$ cat src/rtl/tbpm_ram.sv
`timescale 1ns / 1ps

module tbpm_ram #(
    parameter int WIDTH = 8,
    parameter int DEPTH = 16
) (
    input  logic                     i_clk,
    input  logic                     i_we,
    input  logic [$clog2(DEPTH)-1:0] i_waddr,
    input  logic [WIDTH-1:0]         i_wdata,
    input  logic                     i_re,
    input  logic [$clog2(DEPTH)-1:0] i_raddr,
    output logic [WIDTH-1:0]         o_rdata
);

    logic [WIDTH-1:0] r_mem [DEPTH];
    logic [WIDTH-1:0] r_rdata;

    always_ff @(posedge i_clk) begin
        if (i_we) begin
            r_mem[i_waddr] <= i_wdata;
        end
        if (i_re) begin
            r_rdata <= r_mem[i_raddr];
        end
    end

    assign o_rdata = r_rdata;

endmodule

$ cat config.mk
export PLATFORM = sky130hd
export DESIGN_NAME = tbpm_ram
export DESIGN_NICKNAME = d
export VERILOG_FILES = /design/src/rtl/tbpm_ram.sv
export SDC_FILE = /design/constraint.sdc
export NUM_CORES = 1
export LEC_CHECK = 0
export BUFFER_PORTS_ARGS = -buffer_cell sky130_fd_sc_hd__buf_2
export CAP_MARGIN = 15
export CORE_MARGIN = 5
export CORE_UTILIZATION = 43
export CTS_CLUSTER_DIAMETER = 30
export DETAILED_ROUTE_END_ITERATION = 8
export RECOVER_POWER = 25
export SLEW_MARGIN = 5
export SYNTH_ARGS = -nofsm -noshare
export SYNTH_HDL_FRONTEND = slang
export SYNTH_SLANG_ARGS = --single-unit
export TNS_END_PERCENT = 30
$ cat constraint.sdc
create_clock -name i_clk -period 2.6 [get_ports i_clk]
set_clock_uncertainty 0.05 [all_clocks]
set_input_delay 0.13 -clock i_clk [delete_from_list [all_inputs] [get_ports i_clk]]
set_output_delay 0.13 -clock i_clk [all_outputs]
set_load 0.01 [all_outputs]
# Yosys cells after proc, flatten, opt, wreduce, memory -nomap -nowiden
# Memories as Yosys holds them, arrays and structs flattened. A register that Yosys moved wholly into a read port is not among the register bits.
# Index checks and enable logic that the tools add are counted.
[classes]
mux = 2
[op_table]
columns = ["op", "count"]
rows = [
  ["$mux 1", 2],
]
[word_totals]
reg_bits = 0
ram_bits = 128
inputBits = 19
output_inout_bits = 8
wordCells = 3
mem_count = 1
[memory_table]
columns = ["memory", "words", "width", "read_ports", "rd_clocked_by_memory_dff", "wr", "line_no", "rtl"]
rows = [
  ["r_mem", 16, 8, 1, 1, 1, "16", "logic [WIDTH-1:0] r_mem [DEPTH];"],
]

# Longest topological paths before layout
[logic_depth]
depth_word = 2
depth_mapped = 5
depth_no_buf = 3

# Worst setup path before layout
# No wires, ideal clock.
[synth_path]
path_type = "in2reg"
from = "input i_waddr[2]"
to = "memory r_mem[0][0], enable pin"
setup_time_ns = 0.383
arrival_time_ns = 1.240
required_time_ns = 2.167
slack_ns = 0.927
cell_stages = 2
path_buffers = 0
path_cell_list = "or3b_2 > nor3_1"
[synth_lines]
columns = ["item", "line_no", "rtl"]
rows = [
  ["from (decl)", "9", "input logic [$clog2(DEPTH)-1:0] i_waddr,"],
  ["to (decl)", "16", ""],
]
# No word-level cell before the write port.

==> flow_summary.ini <==
[synth]
async_reset_ff_share_pct = 0
syn_area_um2 = 5230
syn_nets = 248
synthFlopType = edfxtp_1
syn_inst = 229
synth_top_area_share_pct = 78.1
ys_seq_area_share_pct = 78.1
synth_cell_types = 18
synth-edff-count = 136
netlist.top_cell.by_area = edfxtp_1
syn_area_per_cell_um2 = 22.8
synth_seq_cells = 136
yosysWarnings = 0
synth_area_leaders = edfxtp_1 78%, mux4_2 7.8%, mux4_1 7.0%, a22oi_1 2.3%, nor2_1 0.93%

[sta]
slew_viol_final = 0
min_period_over_period_pct = 61.9
finalSetupViolCount = 0
rsz0062_at_grt = false
min_period_ns = 1.61
max_freq_mhz = 621
worst_slew_pin_slew_ns = 0.915
slew_headroom_pct = 38.8
hold_ws_ns = 0.0340
setup-tns-final_ns = 0
hold_viol = 0

[power]
internal_power_uw = 4270
pwr-share-clk_pct = 49.0
seq_power_share_pct = 46.8
p_sw_uw = 1030
ir_worst_vdd_mv = 0.416
p_leak_uw = 0.00208
combinationalPowerShare_pct = 4.2
p_per_area_nw_per_um2 = 851
swShare_pct = 19.5
power_uw = 5300

[setup_path]
path_delay_family = multiplexers
cp_data_required_time_ns = 2.69
path_max_fanout = 1
r2r.worst_path.cells = 3
worstPathCellList = mux4_2 > a22oi_1 > nand2_1
end_kind = register
slowest_delay_ns = 0.49
crit_buf_inv = 0
r2r-start = r_mem[3][7]$_DFFE_PP_
arrival_ns = 1.70
startpoint_type = register
critPathKind = reg2reg
slowest_stage = mux4_2
reg2reg_slack_ns = 0.99
r2r_end = o_rdata[7]$_DFFE_PP_

[hold_path]
hp-class = in2reg
hold_end = o_rdata[6]$_DFFE_PP_
min_from = i_re
whs_path_depth = 1

[cts]
cts-root-buf = clkbuf_16
ctsResizeCount = 0
postCtsSetupBuffers = 0
clock_latency_ns = 0.41
cts_buffers = 17
clock-sinks = 136
cts_tree = yes
clkSlewWorstSetupHoldPaths_ns = 0.06
cts_buffer_depth = 2
holdBufCountCts = 0
cts_max_level = 4

[placement]
place.gp.congestion = 0.694
dpl.hpwl_mm = 6.28
dp_cells = 406
portBuffers = 26
placedInstanceArea_um2 = 5590

[global_route]
grt.total_usage_pct = 14.6
grt_pass1_wl_mm = 15.2
grt_pass1_vias = 2604
grt_overflow = 0
grt_max_degree = 28
grt_antenna_before_repair = 0

[layout]
areaGrowthSynthToFinish_pct = 19.2
layout_common_cells = 136 x edfxtp_1, 21 x buf_2, 18 x mux4_2, 17 x clkbuf_16, 16 x a22oi_1
antennaDiodeCount = 0
drive_gt1_share_pct = 29.6
nets = 297
final_common_cell = edfxtp_1
final_cell_area_um2 = 6230
fin_cells = 438

[route]
drcViolationCount = 0
ant_nets = 0
routedWlPerCell_um = 22.6
routed_wirelength_mm = 9.90
viasPerCell = 5.49
num_vias = 2403
drtIter0Drc = 163
drtPass1Iterations = 4

[floorplanning]
io_pins = 27
die-area_um2 = 14500
dieWidth_um = 120
start_util_pct = 43.7
die_y_um = 120
core_um2 = 12000
core.rowCount = 40

[outcome]
status = finished clean

[job]
max_cap_viol_count = 0
-- cell usage after synthesis (all sizes together), types with 2 or more instances --
cell type	number
edfxtp	136
nor3	4
mux4	32
nor2	13
a22oi	16
buf	7
nand3b	2
clkdlybuf4s25	3
nand2	9
nand2b	2
-- registers in the layout, summed over array words and instances (netlist names) --
register	cells
r_mem	128
o_rdata	8
-- worst max path at each step --
stage	from	to	slack, ns	depth (start not counted)
after floorplan	i_waddr[2]	r_mem[0][0]$_DFFE_PP_	0.93	2
after global placement	i_raddr[0]	o_rdata[2]$_DFFE_PP_	0.69	5
after detailed placement	i_raddr[0]	o_rdata[2]$_DFFE_PP_	0.65	5
after CTS	r_mem[3][7]$_DFFE_PP_	o_rdata[7]$_DFFE_PP_	1.00	3
after global routing	r_mem[2][3]$_DFFE_PP_	o_rdata[3]$_DFFE_PP_	0.97	3
final	r_mem[3][7]$_DFFE_PP_	o_rdata[7]$_DFFE_PP_	0.99	3
-- power groups by stage --
stage / Clock [uW] / Combinational [uW] / Sequential (uW)
2_1_floorplan: 0 / 125 / 2530
3_3_place_gp: 0 / 226 / 2530
3_5_place_dp: 0 / 230 / 2530
4_1_cts: 2630 / 230 / 2480
5_1_grt: 2730 / 243 / 2490
6_report: 2600 / 223 / 2480
-- area by class of cell --
cell class / count / area (um2)
clock buffers: 17 / 425
clock inverters: 15 / 225
fillers: 937 / 5730
multi-input cells: 83 / 1060
flip-flops and latches: 136 / 4080
well taps: 147 / 184
repair buffers: 40 / 254
-- through the flow --
| stage | utilization [%] | setup WS, ns |
|---|---|---|
| 3_5_place_dp | 46.7 | 0.653 |
| 5_1_grt | 52.1 | 0.972 |
| 4_1_cts | 52.1 | 1.00 |
| 2_1_floorplan | - | 0.927 |
| 3_3_place_gp | 46.7 | 0.686 |
| 6_report | 52.1 | 0.991 |
-- kinds of logic after synthesis --
logic type	Yosys count	synth area share, %
and+or+nand+nor	35	3.14
buffers and inverters	10	1.65
AOI/OAI and AO/OA	16	2.30
muxes	32	14.8
DFF	136	78.1
-- per-layer routing --
metal,wire [um],GRT usage [%]
met1,4340,18.7
met2,5080,23.7
met3,376,4.12
met4,108,5.45
met5,0,0
No activity file was read; power rests on OpenSTA's default activity.
