### src/rtl/tbpm_pkg.sv
`timescale 1ns / 1ps

package tbpm_pkg;

    localparam int SENSOR_WIDTH  = 384;
    localparam int SENSOR_HEIGHT = 384;
    localparam int MAX_SEGMENTS  = 256;
    localparam int SHADOW_ROWS   = 15;

    localparam int COORD_W = 9;
    localparam int TIME_W  = 64;
    localparam int VALUE_W = 16;
    localparam int SEG_AW  = $clog2(MAX_SEGMENTS);
    localparam int CNT_W   = $clog2(MAX_SEGMENTS + 1);
    // Signed width that holds sums and differences of two coordinates.
    localparam int CALC_W  = COORD_W + 3;

    localparam logic signed [TIME_W-1:0] TIME_INF = {1'b0, {(TIME_W-1){1'b1}}};

    typedef enum logic [0:0] {
        OP_LOAD  = 1'b0,
        OP_QUERY = 1'b1
    } t_opcode;

    typedef enum logic [0:0] {
        S_IDLE,
        S_SCAN
    } t_state;

    typedef struct packed {
        logic [0:0]                opcode;
        logic [COORD_W-1:0]        entry_col;
        logic [COORD_W-1:0]        entry_row;
        logic [COORD_W-1:0]        entry_extent;
        logic signed [TIME_W-1:0]  time_start;
        logic signed [TIME_W-1:0]  time_end;
        logic [COORD_W-1:0]        pixel_col;
        logic [COORD_W-1:0]        pixel_row;
        logic signed [TIME_W-1:0]  query_time;
        logic [VALUE_W-1:0]        base_value;
    } t_in_item;

    typedef struct packed {
        logic [VALUE_W-1:0] pixel_value;
        logic               masked;
        logic               table_full;
    } t_out_item;

    typedef struct packed {
        logic [COORD_W-1:0]        col;
        logic [COORD_W-1:0]        row;
        logic [COORD_W-1:0]        extent;
        logic signed [TIME_W-1:0]  t_start;
        logic signed [TIME_W-1:0]  t_end;
    } t_segment;

    localparam int SEG_W = $bits(t_segment);

endpackage

### src/rtl/tbpm_seg_match.sv
`timescale 1ns / 1ps

module tbpm_seg_match
    import tbpm_pkg::*;
(
    input  t_segment                 i_seg,
    input  logic [COORD_W-1:0]       i_px,
    input  logic [COORD_W-1:0]       i_py,
    input  logic signed [TIME_W-1:0] i_tq,
    output logic                     o_hit
);

    logic signed [CALC_W-1:0] col_s;
    logic signed [CALC_W-1:0] row_s;
    logic signed [CALC_W-1:0] ext_s;
    logic signed [CALC_W-1:0] px_s;
    logic signed [CALC_W-1:0] py_s;
    logic signed [CALC_W-1:0] dx;
    logic signed [CALC_W-1:0] y_lo;
    logic signed [CALC_W-1:0] y_hi;
    logic                     active;
    logic                     in_col;
    logic                     in_side;

    always_comb begin
        col_s = $signed({3'b000, i_seg.col});
        row_s = $signed({3'b000, i_seg.row});
        ext_s = $signed({3'b000, i_seg.extent});
        px_s  = $signed({3'b000, i_px});
        py_s  = $signed({3'b000, i_py});

        // The stored column is 1-based, so the pixel offset is px - (col - 1).
        dx   = px_s - col_s + CALC_W'(1);
        // Rows covered by the segment, 0-based: row - 1 .. row + extent - 2.
        y_lo = row_s - CALC_W'(1);
        y_hi = row_s + ext_s - CALC_W'(2);

        active = (i_tq >= i_seg.t_start)
              && ((i_seg.t_end == TIME_INF) || (i_tq < i_seg.t_end));

        // The segment column also masks one row above and below.
        in_col  = (dx == '0) && (py_s >= y_lo - CALC_W'(1)) && (py_s <= y_hi + CALC_W'(1));
        in_side = ((dx == CALC_W'(1)) || (dx == -CALC_W'(1)))
               && (py_s >= y_lo) && (py_s <= y_hi);

        o_hit = active && (i_seg.extent != '0) && (in_col || in_side);
    end

endmodule

### config.mk
export PLATFORM = sky130hd
export DESIGN_NAME = tbpm_seg_match
export DESIGN_NICKNAME = d
export VERILOG_FILES = /design/src/rtl/tbpm_pkg.sv /design/src/rtl/tbpm_seg_match.sv
export SDC_FILE = /design/constraint.sdc
export NUM_CORES = 1
export LEC_CHECK = 0
export BUFFER_PORTS_ARGS = -buffer_cell sky130_fd_sc_hd__buf_2
export CAP_MARGIN = 10
export CORE_UTILIZATION = 35
export DETAILED_ROUTE_END_ITERATION = 10
export PLACE_DENSITY = 0.71
export SYNTH_ARGS = -nofsm -noshare
export SYNTH_HDL_FRONTEND = slang
export SYNTH_SLANG_ARGS = --single-unit
### constraint.sdc
create_clock -name vclk -period 5.1
set_input_delay 0.765 -clock vclk [all_inputs]
set_output_delay 0.765 -clock vclk [all_outputs]
set_load 0.03 [all_outputs]
== After elaboration in Yosys (flattened, before gate mapping) ==
Index checks and enable logic that the tools add are counted.

* Logic and storage cells: 28
* Bits in registers: 0

* Magnitude comparators: 6
* Equality and inequality tests: 3
* Add/subtract/negate cells: 7
* Reduce and logical (&&, ||, !) cells: 12

{| class="wikitable"
|+ Operators with widths
! kind !! number
|-
| 64-bit equality test, second input constant || 1
|-
| 64-bit greater-or-equal comparator || 1
|-
| 64-bit < comparator || 1
|-
| 10-bit by 2-bit subtractor with 11-bit output, second input constant || 2
|-
| 11-bit by 2-bit adder with 12-bit output, second input constant || 1
|-
| 10-bit by 12-bit less-or-equal comparator with 1-bit output || 1
|-
| 12-bit zero test || 1
|-
| 10-bit by 2-bit adder with 11-bit output, second input constant || 1
|-
| 11-bit by 1-bit equality test with 1-bit output, second input constant || 1
|-
| 11-bit by 2-bit equality test with 1-bit output, second input constant || 1
|-
| 10-bit by 11-bit greater-or-equal comparator with 1-bit output || 1
|-
| 10-bit by 11-bit less-or-equal comparator with 1-bit output || 1
|-
| 9-bit by 9-bit adder with 10-bit output || 1
|-
| 10-bit greater-or-equal comparator || 1
|-
| 9-bit by 1-bit subtractor with 10-bit output, second input constant || 1
|-
| 9-bit by 9-bit subtractor with 10-bit output || 1
|-
| 9-bit nonzero test || 1
|-
| 1-bit logical AND || 7
|-
| 1-bit logical OR || 3
|}

== Logic depth before layout (Yosys ltp) ==
Gate-level depths: netlist of run 1.

* Depth after elaboration: 8
* Depth in mapped cells: 22
* Gate-level depth less buffers: 21

== Worst setup path before layout of run 1 ==
Ideal clock, no wire load.

* Kind: input to output
* Start: in i_seg[138] (netlist name)
* End: out o_hit
* Setup slack: -0.807 ns
* Arrival time: 5.142 ns
* Path buffers: 1
* Cell stages on the path: 21
* Cells stage by stage: inv_1 ha_1 inv_1 ha_1 inv_1 fa_1 nor2b_1 or2_0 clkbuf_1 nor4_2 nand4b_1 xnor2_1 ha_1 a21oi_1 o21ai_0 o31ai_1 nor3_1 or2_0 a221oi_2 a31oi_1 nor4_1

* Cells in the longest elaborated chain, start to end: 7
* Elaborated cells between the ends (all ways): 15
* Classes of those cells: add/sub: 5; order compare: 4; reduce/logical: 6

{| class="wikitable"
|+ RTL lines
! item !! line !! text
|-
| from (decl) || tbpm_seg_match.sv:6 || <nowiki>input t_segment i_seg,</nowiki>
|-
| 9-bit by 9-bit adder with 10-bit output / 9-bit by 1-bit subtractor with 10-bit output (equally long branches) || tbpm_seg_match.sv:36, tbpm_seg_match.sv:35 ||
|-
| 10-bit by 2-bit subtractor with 11-bit output, on equally long branches || tbpm_seg_match.sv:36, tbpm_seg_match.sv:42 ||
|-
| 11-bit by 2-bit adder with 12-bit output / 10-bit by 11-bit greater-or-equal comparator with 1-bit output (equally long branches) || tbpm_seg_match.sv:42 || <nowiki>in_col = (dx == '0) && (py_s >= y_lo - CALC_W'(1)) && (py_s <= y_hi + CALC_W'(1));</nowiki>
|-
| 10-bit by 12-bit less-or-equal comparator with 1-bit output / 1-bit logical AND (equally long branches) || tbpm_seg_match.sv:42 ||
|-
| 1-bit logical AND || tbpm_seg_match.sv:42 ||
|-
| 1-bit logical OR * || tbpm_seg_match.sv:46 || <nowiki>o_hit = active && (i_seg.extent != '0) && (in_col || in_side);</nowiki>
|-
| 1-bit logical AND * || tbpm_seg_match.sv:46 ||
|-
| to (decl) || tbpm_seg_match.sv:10 || <nowiki>output logic o_hit</nowiki>
|}

Every way passes the cells marked *; elsewhere a longest branch is shown, timed or not.

== Final worst setup path of run 1 ==
Ends and elaborated chain as after synthesis.

==> flow_metrics.env, run 1 <==
export IMPL_num_clock_buffers=0
export IMPL_final_period_demand_of_the_worst_path_ps=5640
export IMPL_crit_fanout=5
export IMPL_design_final_nets=1516
export IMPL_initialDrtViolationCount=240
export IMPL_syn_avg_cell_area_um2=7.24
export IMPL_ys_warnings_count=0
export IMPL_maxClockFrequency_mhz=177
export IMPL_global_route_usage_total_pct=20.8
export IMPL_power_leakage_uw=0.00456
export IMPL_route_vias_total=6561
export IMPL_antenna_found_initial=5
export IMPL_wl_per_cell_um=14.2
export IMPL_hold_slack_ps=2230
export IMPL_crit_required_ps=4340
export IMPL_setup_viol_count_final=1
export IMPL_drv_slew=0
export IMPL_timing_setup_critical_path_class="input port to output port"
export IMPL_hp_class="input port to output port"
export IMPL_wirelength_um=18600
export IMPL_netlist_instances=801
export IMPL_vdd_ir_drop_max_mv=0.0542
export IMPL_cp_data_arrival_time_ps=4870
export IMPL_maxCapViolations=0
export IMPL_grt_pass1_vias=6257
export IMPL_dpl_hpwl_um=17000
export IMPL_unrepaired_setup_endpoints_after_global_routing="yes"
export IMPL_worst_slack_ps=-538
export IMPL_drive_above_1_share_pct=29.5
export IMPL_seq_area_frac_synth_pct=0
export IMPL_synthesis_nets=1231
export IMPL_p_per_area_mw_per_mm2=108
export IMPL_final_worst_path_cycle_share_pct=111
export IMPL_place_gp_congestion=0.945
export IMPL_timing_setup_tns_ps=-538
export IMPL_grt_max_degree=9
export IMPL_floorplan_die_area_mm2=0.0171
export IMPL_synth_top_family_by_area="adder cells"
export IMPL_detail_route_first_pass_iterations=4
export IMPL_global_route_overflow_total=0
export IMPL_slew_headroom_pct=45.1
export IMPL_run_status="finished, violations left"
export IMPL_failing_checks="setup timing"
export IMPL_postRouteAntennaNets=0
export IMPL_synth_area_mux_share_pct=0.907
export IMPL_synth_xor_xnor_area_share_pct=4.19
export IMPL_slew_at_the_pin_closest_to_its_max_slew_limit_ps=817
export IMPL_die_height_um=131
export IMPL_start_util_pct=36.2
export IMPL_synth_simple_gate_area_share_pct=18.6
export IMPL_synth_adder_area_share_pct=42.1
export IMPL_io_pin_count=238
export IMPL_core_mm2=0.0160
export IMPL_synth_compound_gate_area_share_pct=21.9
export IMPL_setup_worst_path_end_class="output port"
export IMPL_area_sequential_um2=0
export IMPL_buffer_ports_inserted=238
export IMPL_syn_area_mm2=0.00580
export IMPL_fp_dieW_um=131
export IMPL_drt_vias_per_instance=5.02
export IMPL_remaining_drc_errors=0
export IMPL_critical_path_startpoint_type="input port"
export IMPL_hold_violations=0
export IMPL_synthDistinctLibCells=62
export IMPL_layout_sequential_cells=0
export IMPL_number_of_rows_in_the_core_area=46
export IMPL_syn2layout_area_growth_pct=34.2
export IMPL_grt_pass1_wl_um=28400
## layer usage
| layer | wire, um | GRT usage, % | up-vias |
|---|---|---|---|
| met5 | 13 | 0 | - |
| met4 | 504 | 6.83 | 2 |
| met3 | 809 | 1.14 | 34 |
| met2 | 8660 | 37.9 | 201 |
| met1 | 8600 | 26.1 | 2880 |
| li1 | - | - | 3444 |
## critical path, stage by stage
cell and delay [ps]:
sky130_fd_sc_hd__buf_8 80, sky130_fd_sc_hd__inv_4 30, sky130_fd_sc_hd__ha_4 260, sky130_fd_sc_hd__inv_4 40, sky130_fd_sc_hd__ha_4 150, sky130_fd_sc_hd__inv_2 50
sky130_fd_sc_hd__fa_2 210, sky130_fd_sc_hd__and2b_2 260, sky130_fd_sc_hd__buf_6 130, sky130_fd_sc_hd__o21a_1 200, sky130_fd_sc_hd__or3_1 410, sky130_fd_sc_hd__and2_4 190
sky130_fd_sc_hd__xnor2_2 120, sky130_fd_sc_hd__ha_1 280, sky130_fd_sc_hd__a21oi_1 130, sky130_fd_sc_hd__o21ai_1 90, sky130_fd_sc_hd__o31ai_2 280, sky130_fd_sc_hd__nor3_1 80
sky130_fd_sc_hd__or2_1 240, sky130_fd_sc_hd__a221oi_2 250, sky130_fd_sc_hd__a31oi_2 140, sky130_fd_sc_hd__nor4_4 290, sky130_fd_sc_hd__buf_6 180
## where the power goes
part	switching (uW)	internal, uW
Sequential	0	0
Clock	0	0.000158
Combinational	429	409
## placed cells by master (no fill, tap or decap), drive strengths merged, types with 6 or more instances in the layout
master	n
ha	191
xor2	8
a21o	30
nor3	13
o21a	8
a211oi	8
buf	287
diode	6
a2111oi	6
o21ai	34
nand4	51
nor2	40
nand2	24
o211ai	8
inv	187
nand2b	10
a31oi	6
nand3	13
or2	6
xnor2	18
nor4	15
a21oi	56
## cell type report
type / count / area (um2)
diodes: 6 / 15.0
well taps: 216 / 270
inverters: 187 / 709
multi-input cells: 610 / 5200
repair buffers: 287 / 1590
fillers: 1623 / 8220
## repair_timing
action                                  4_1_cts  5_1_grt
pin swaps                                     1       18
hold buffers                                  0        0
endpoints found under the setup margin        1        1
resized for setup                             4       31
setup buffers                                 1        3
## cells in the mapped netlist (all sizes together), types with 10 or more instances
| cell | number | share of area (%) |
|---|---|---|
| ha | 191 | 41 |
| inv | 187 | 12 |
| a21oi | 56 | 4.9 |
| nand4 | 51 | 5.5 |
| nor2 | 40 | 2.6 |
| o21ai | 34 | 2.9 |
| a21o | 30 | 3.9 |
| nand2 | 24 | 1.6 |
| xnor2 | 18 | 3.0 |
| nor4 | 15 | 1.8 |
| nand3 | 13 | 1.1 |
| nor3 | 13 | 1.3 |
| nand2b | 10 | 1.1 |
## logic make-up after synthesis
logic type,count (synthesis)
and+or+nand+nor,195
adders and majority gates,194
buffers and inverters,191
AOI/OAI and AO/OA,190
xor gates and xnor gates,26
muxes,5
## through the flow
step	instance area (um2)	utilization (%)	total power (uW)	worst slack, ps	std cells
global placement	7610	47.6	775	-407	1296
global route	7780	48.6	947	-756	1304
floorplan	5830	-	496	-171	801
detailed placement	7610	47.6	790	-601	1296
finish	7780	48.6	838	-538	1306
CTS	7630	47.7	805	-468	1297
## path summary, 6_finish.rpt
kind,start,to,slack [ps],cells after the start
hold / removal,i_seg[134],o_hit,2230,6
setup / recovery,i_seg[138],o_hit,-540,23
No activity file was read; power rests on OpenSTA's default activity.
==> inputs of run 2 (changes only) <==
BUFFER_PORTS_ARGS = not set   (was -buffer_cell sky130_fd_sc_hd__buf_2)
DONT_BUFFER_PORTS = 1   (was not set)
PLACE_DENSITY = 0.58   (was 0.71)
==> flow_metrics.env, run 2 (synthesis gave the netlist of run 1 again) <==
export IMPL_antenna_found_initial=3
export IMPL_grt_pass1_vias=5429
export IMPL_p_comb_share_pct=100.0
export IMPL_p_per_area_mw_per_mm2=105
export IMPL_cp_data_arrival_time_ps=4590
export IMPL_design_final_nets=1264
export IMPL_critical_path_startpoint_type="input port"
export IMPL_syn2layout_area_growth_pct=9.63
export IMPL_cell_internal_pwr_uw=323
export IMPL_critical_path_slowest_cell="sky130_fd_sc_hd__fa_1"
export IMPL_num_clock_buffers=0
export IMPL_timing_critical_path_cells="inv_1 -> ha_1 -> inv_1 -> ha_1 -> inv_1 -> fa_1 -> or3_4 -> nor4_4 -> nand4b_1 -> xnor2_1 -> ha_1 -> nand4_1 -> buf_4 -> nor2_1 -> a21oi_1 -> o31ai_2 -> nor3_1 -> or2_0 -> a221oi_2 -> a31oi_1 -> nor4_4 -> buf_6"
export IMPL_setup_worst_path_end_class="output port"
export IMPL_maxClockFrequency_mhz=187
export IMPL_power_leakage_uw=0.00353
export IMPL_unrepaired_setup_endpoints_after_global_routing="yes"
export IMPL_hold_slack_ps=2210
export IMPL_drt_vias_per_instance=5.36
export IMPL_wl_per_cell_um=16.4
export IMPL_timing_setup_critical_path_class="input port to output port"
export IMPL_remaining_drc_errors=0
export IMPL_setup_viol_count_final=1
export IMPL_slew_headroom_pct=55.6
export IMPL_layout_cells_most_common_list="191 x sky130_fd_sc_hd__ha_1, 187 x sky130_fd_sc_hd__inv_1, 55 x sky130_fd_sc_hd__a21oi_1"
export IMPL_buffer_ports_inserted=0
export IMPL_crit_fanout=3
export IMPL_final_period_demand_of_the_worst_path_ps=5350
export IMPL_layout_sequential_cells=0
export IMPL_cp_top_family="simple AND/OR/NAND/NOR gates"
export IMPL_slew_at_the_pin_closest_to_its_max_slew_limit_ps=661
export IMPL_drive_above_1_share_pct=6.13
export IMPL_global_route_usage_total_pct=19.2
export IMPL_swShare_pct=51.8
export IMPL_cp_slowest_stage_delay_ps=460
export IMPL_failing_checks="setup timing"
export IMPL_global_route_overflow_total=0
export IMPL_final_standard_cell_utilization_of_the_core_pct=39.7
export IMPL_finalInstanceArea_mm2=0.00635
export IMPL_share_of_power_burned_in_registers_pct=0
export IMPL_route_vias_total=5619
export IMPL_placed_cell_area_mm2=0.00634
export IMPL_wirelength_um=17200
export IMPL_drv_slew=0
export IMPL_netSwitchingPower_uw=346
export IMPL_start_util_pct=36.2
export IMPL_vdd_ir_drop_max_mv=0.0820
export IMPL_critical_path_buf_inv_count=5
export IMPL_number_of_buffers_inserted_by_post_cts_setup_repair=0
export IMPL_run_status="finished, violations left"
export IMPL_area_sequential_um2=0
export IMPL_detail_route_first_pass_iterations=6
export IMPL_route_met2_wl_um=8370
export IMPL_hp_class="input port to output port"
export IMPL_core_mm2=0.0160
export IMPL_crit_required_ps=4340
export IMPL_clock_power_share_pct=0
export IMPL_hold_violations=0
export IMPL_worst_slack_ps=-254
export IMPL_route_layer_met1_wl_um=7400
export IMPL_maxCapViolations=0
export IMPL_number_of_rows_in_the_core_area=46
export IMPL_initialDrtViolationCount=230
export IMPL_met3_wirelength_um=1250
export IMPL_total_of_hold_buffers_inserted_after_clock_tree_synthesis=0
export IMPL_die_height_um=131
export IMPL_place_gp_congestion=0.871
export IMPL_fp_dieW_um=131
export IMPL_dpl_hpwl_um=16200
export IMPL_final_worst_path_cycle_share_pct=105
export IMPL_io_pin_count=238
export IMPL_total_design_power_uw=669
export IMPL_layout_cells_most_common="sky130_fd_sc_hd__ha_1"
export IMPL_pre_cts_slack_ps=-293
export IMPL_floorplan_die_area_mm2=0.0171
export IMPL_grt_max_degree=10
export IMPL_grt_pass1_wl_um=26000
export IMPL_top_signal_layer_used="met5"
export IMPL_postRouteAntennaNets=0
==> run 2: changes by cell type in the layout (fill, tap and decap cells not counted), sizes merged <==
cell	delta
diode	-5
buf	-252
==> run 2: layout make-up <==
cell class	instances	area [um2]
repair buffers	35	267
well taps	216	270
fillers	1719	9650
multi-input cells	610	5110
inverters	187	702
diodes	1	2.50
==> run 2: repair_timing <==
item                       4_1_cts  5_1_grt
setup endpoints to repair        1        1
pin swaps                        1        1
gates resized for setup          2        1
gates cloned                     0        0
==> run 2: power groups by stage <==
stage / sequential (uW) / clock, uW / combinational, uW
floorplan: 0 / 0 / 496
global placement: 0 / 0 / 662
detailed placement: 0 / 0 / 666
CTS: 0 / 0 / 675
global route: 0 / 0.0000264 / 775
finish: 0 / 0.0000264 / 669
==> run 2: path summary, 6_finish.rpt <==
kind	slack [ps]	start	endpoint	cells past startpoint
hold / removal	2210	i_seg[146]	o_hit	5
setup / recovery	-250	i_seg[129]	o_hit	22
==> run 2: routing by layer <==
layer | up-vias | track usage, %
met5 | - | 0
met1 | 2473 | 22.7
met4 | 2 | 2.50
met3 | 14 | 2.93
li1 | 2945 | -
met2 | 185 | 36.9
==> run 2: stage by stage <==
step           instances  setup TNS (ps)
4_1_cts             1048            -265
3_3_place_gp        1048            -259
3_5_place_dp        1048            -293
5_1_grt             1049            -578
6_report            1049            -254
2_1_floorplan        801            -171
==> run 2: tightest hold or removal path: cells and delay by family <==
| kind | cells | cell delay, ps |
|---|---|---|
| adders and majority gates | 1 | 180 |
| and+or+nand+nor | 1 | 70 |
| buffers and inverters | 1 | 140 |
| AOI/OAI and AO/OA | 2 | 290 |
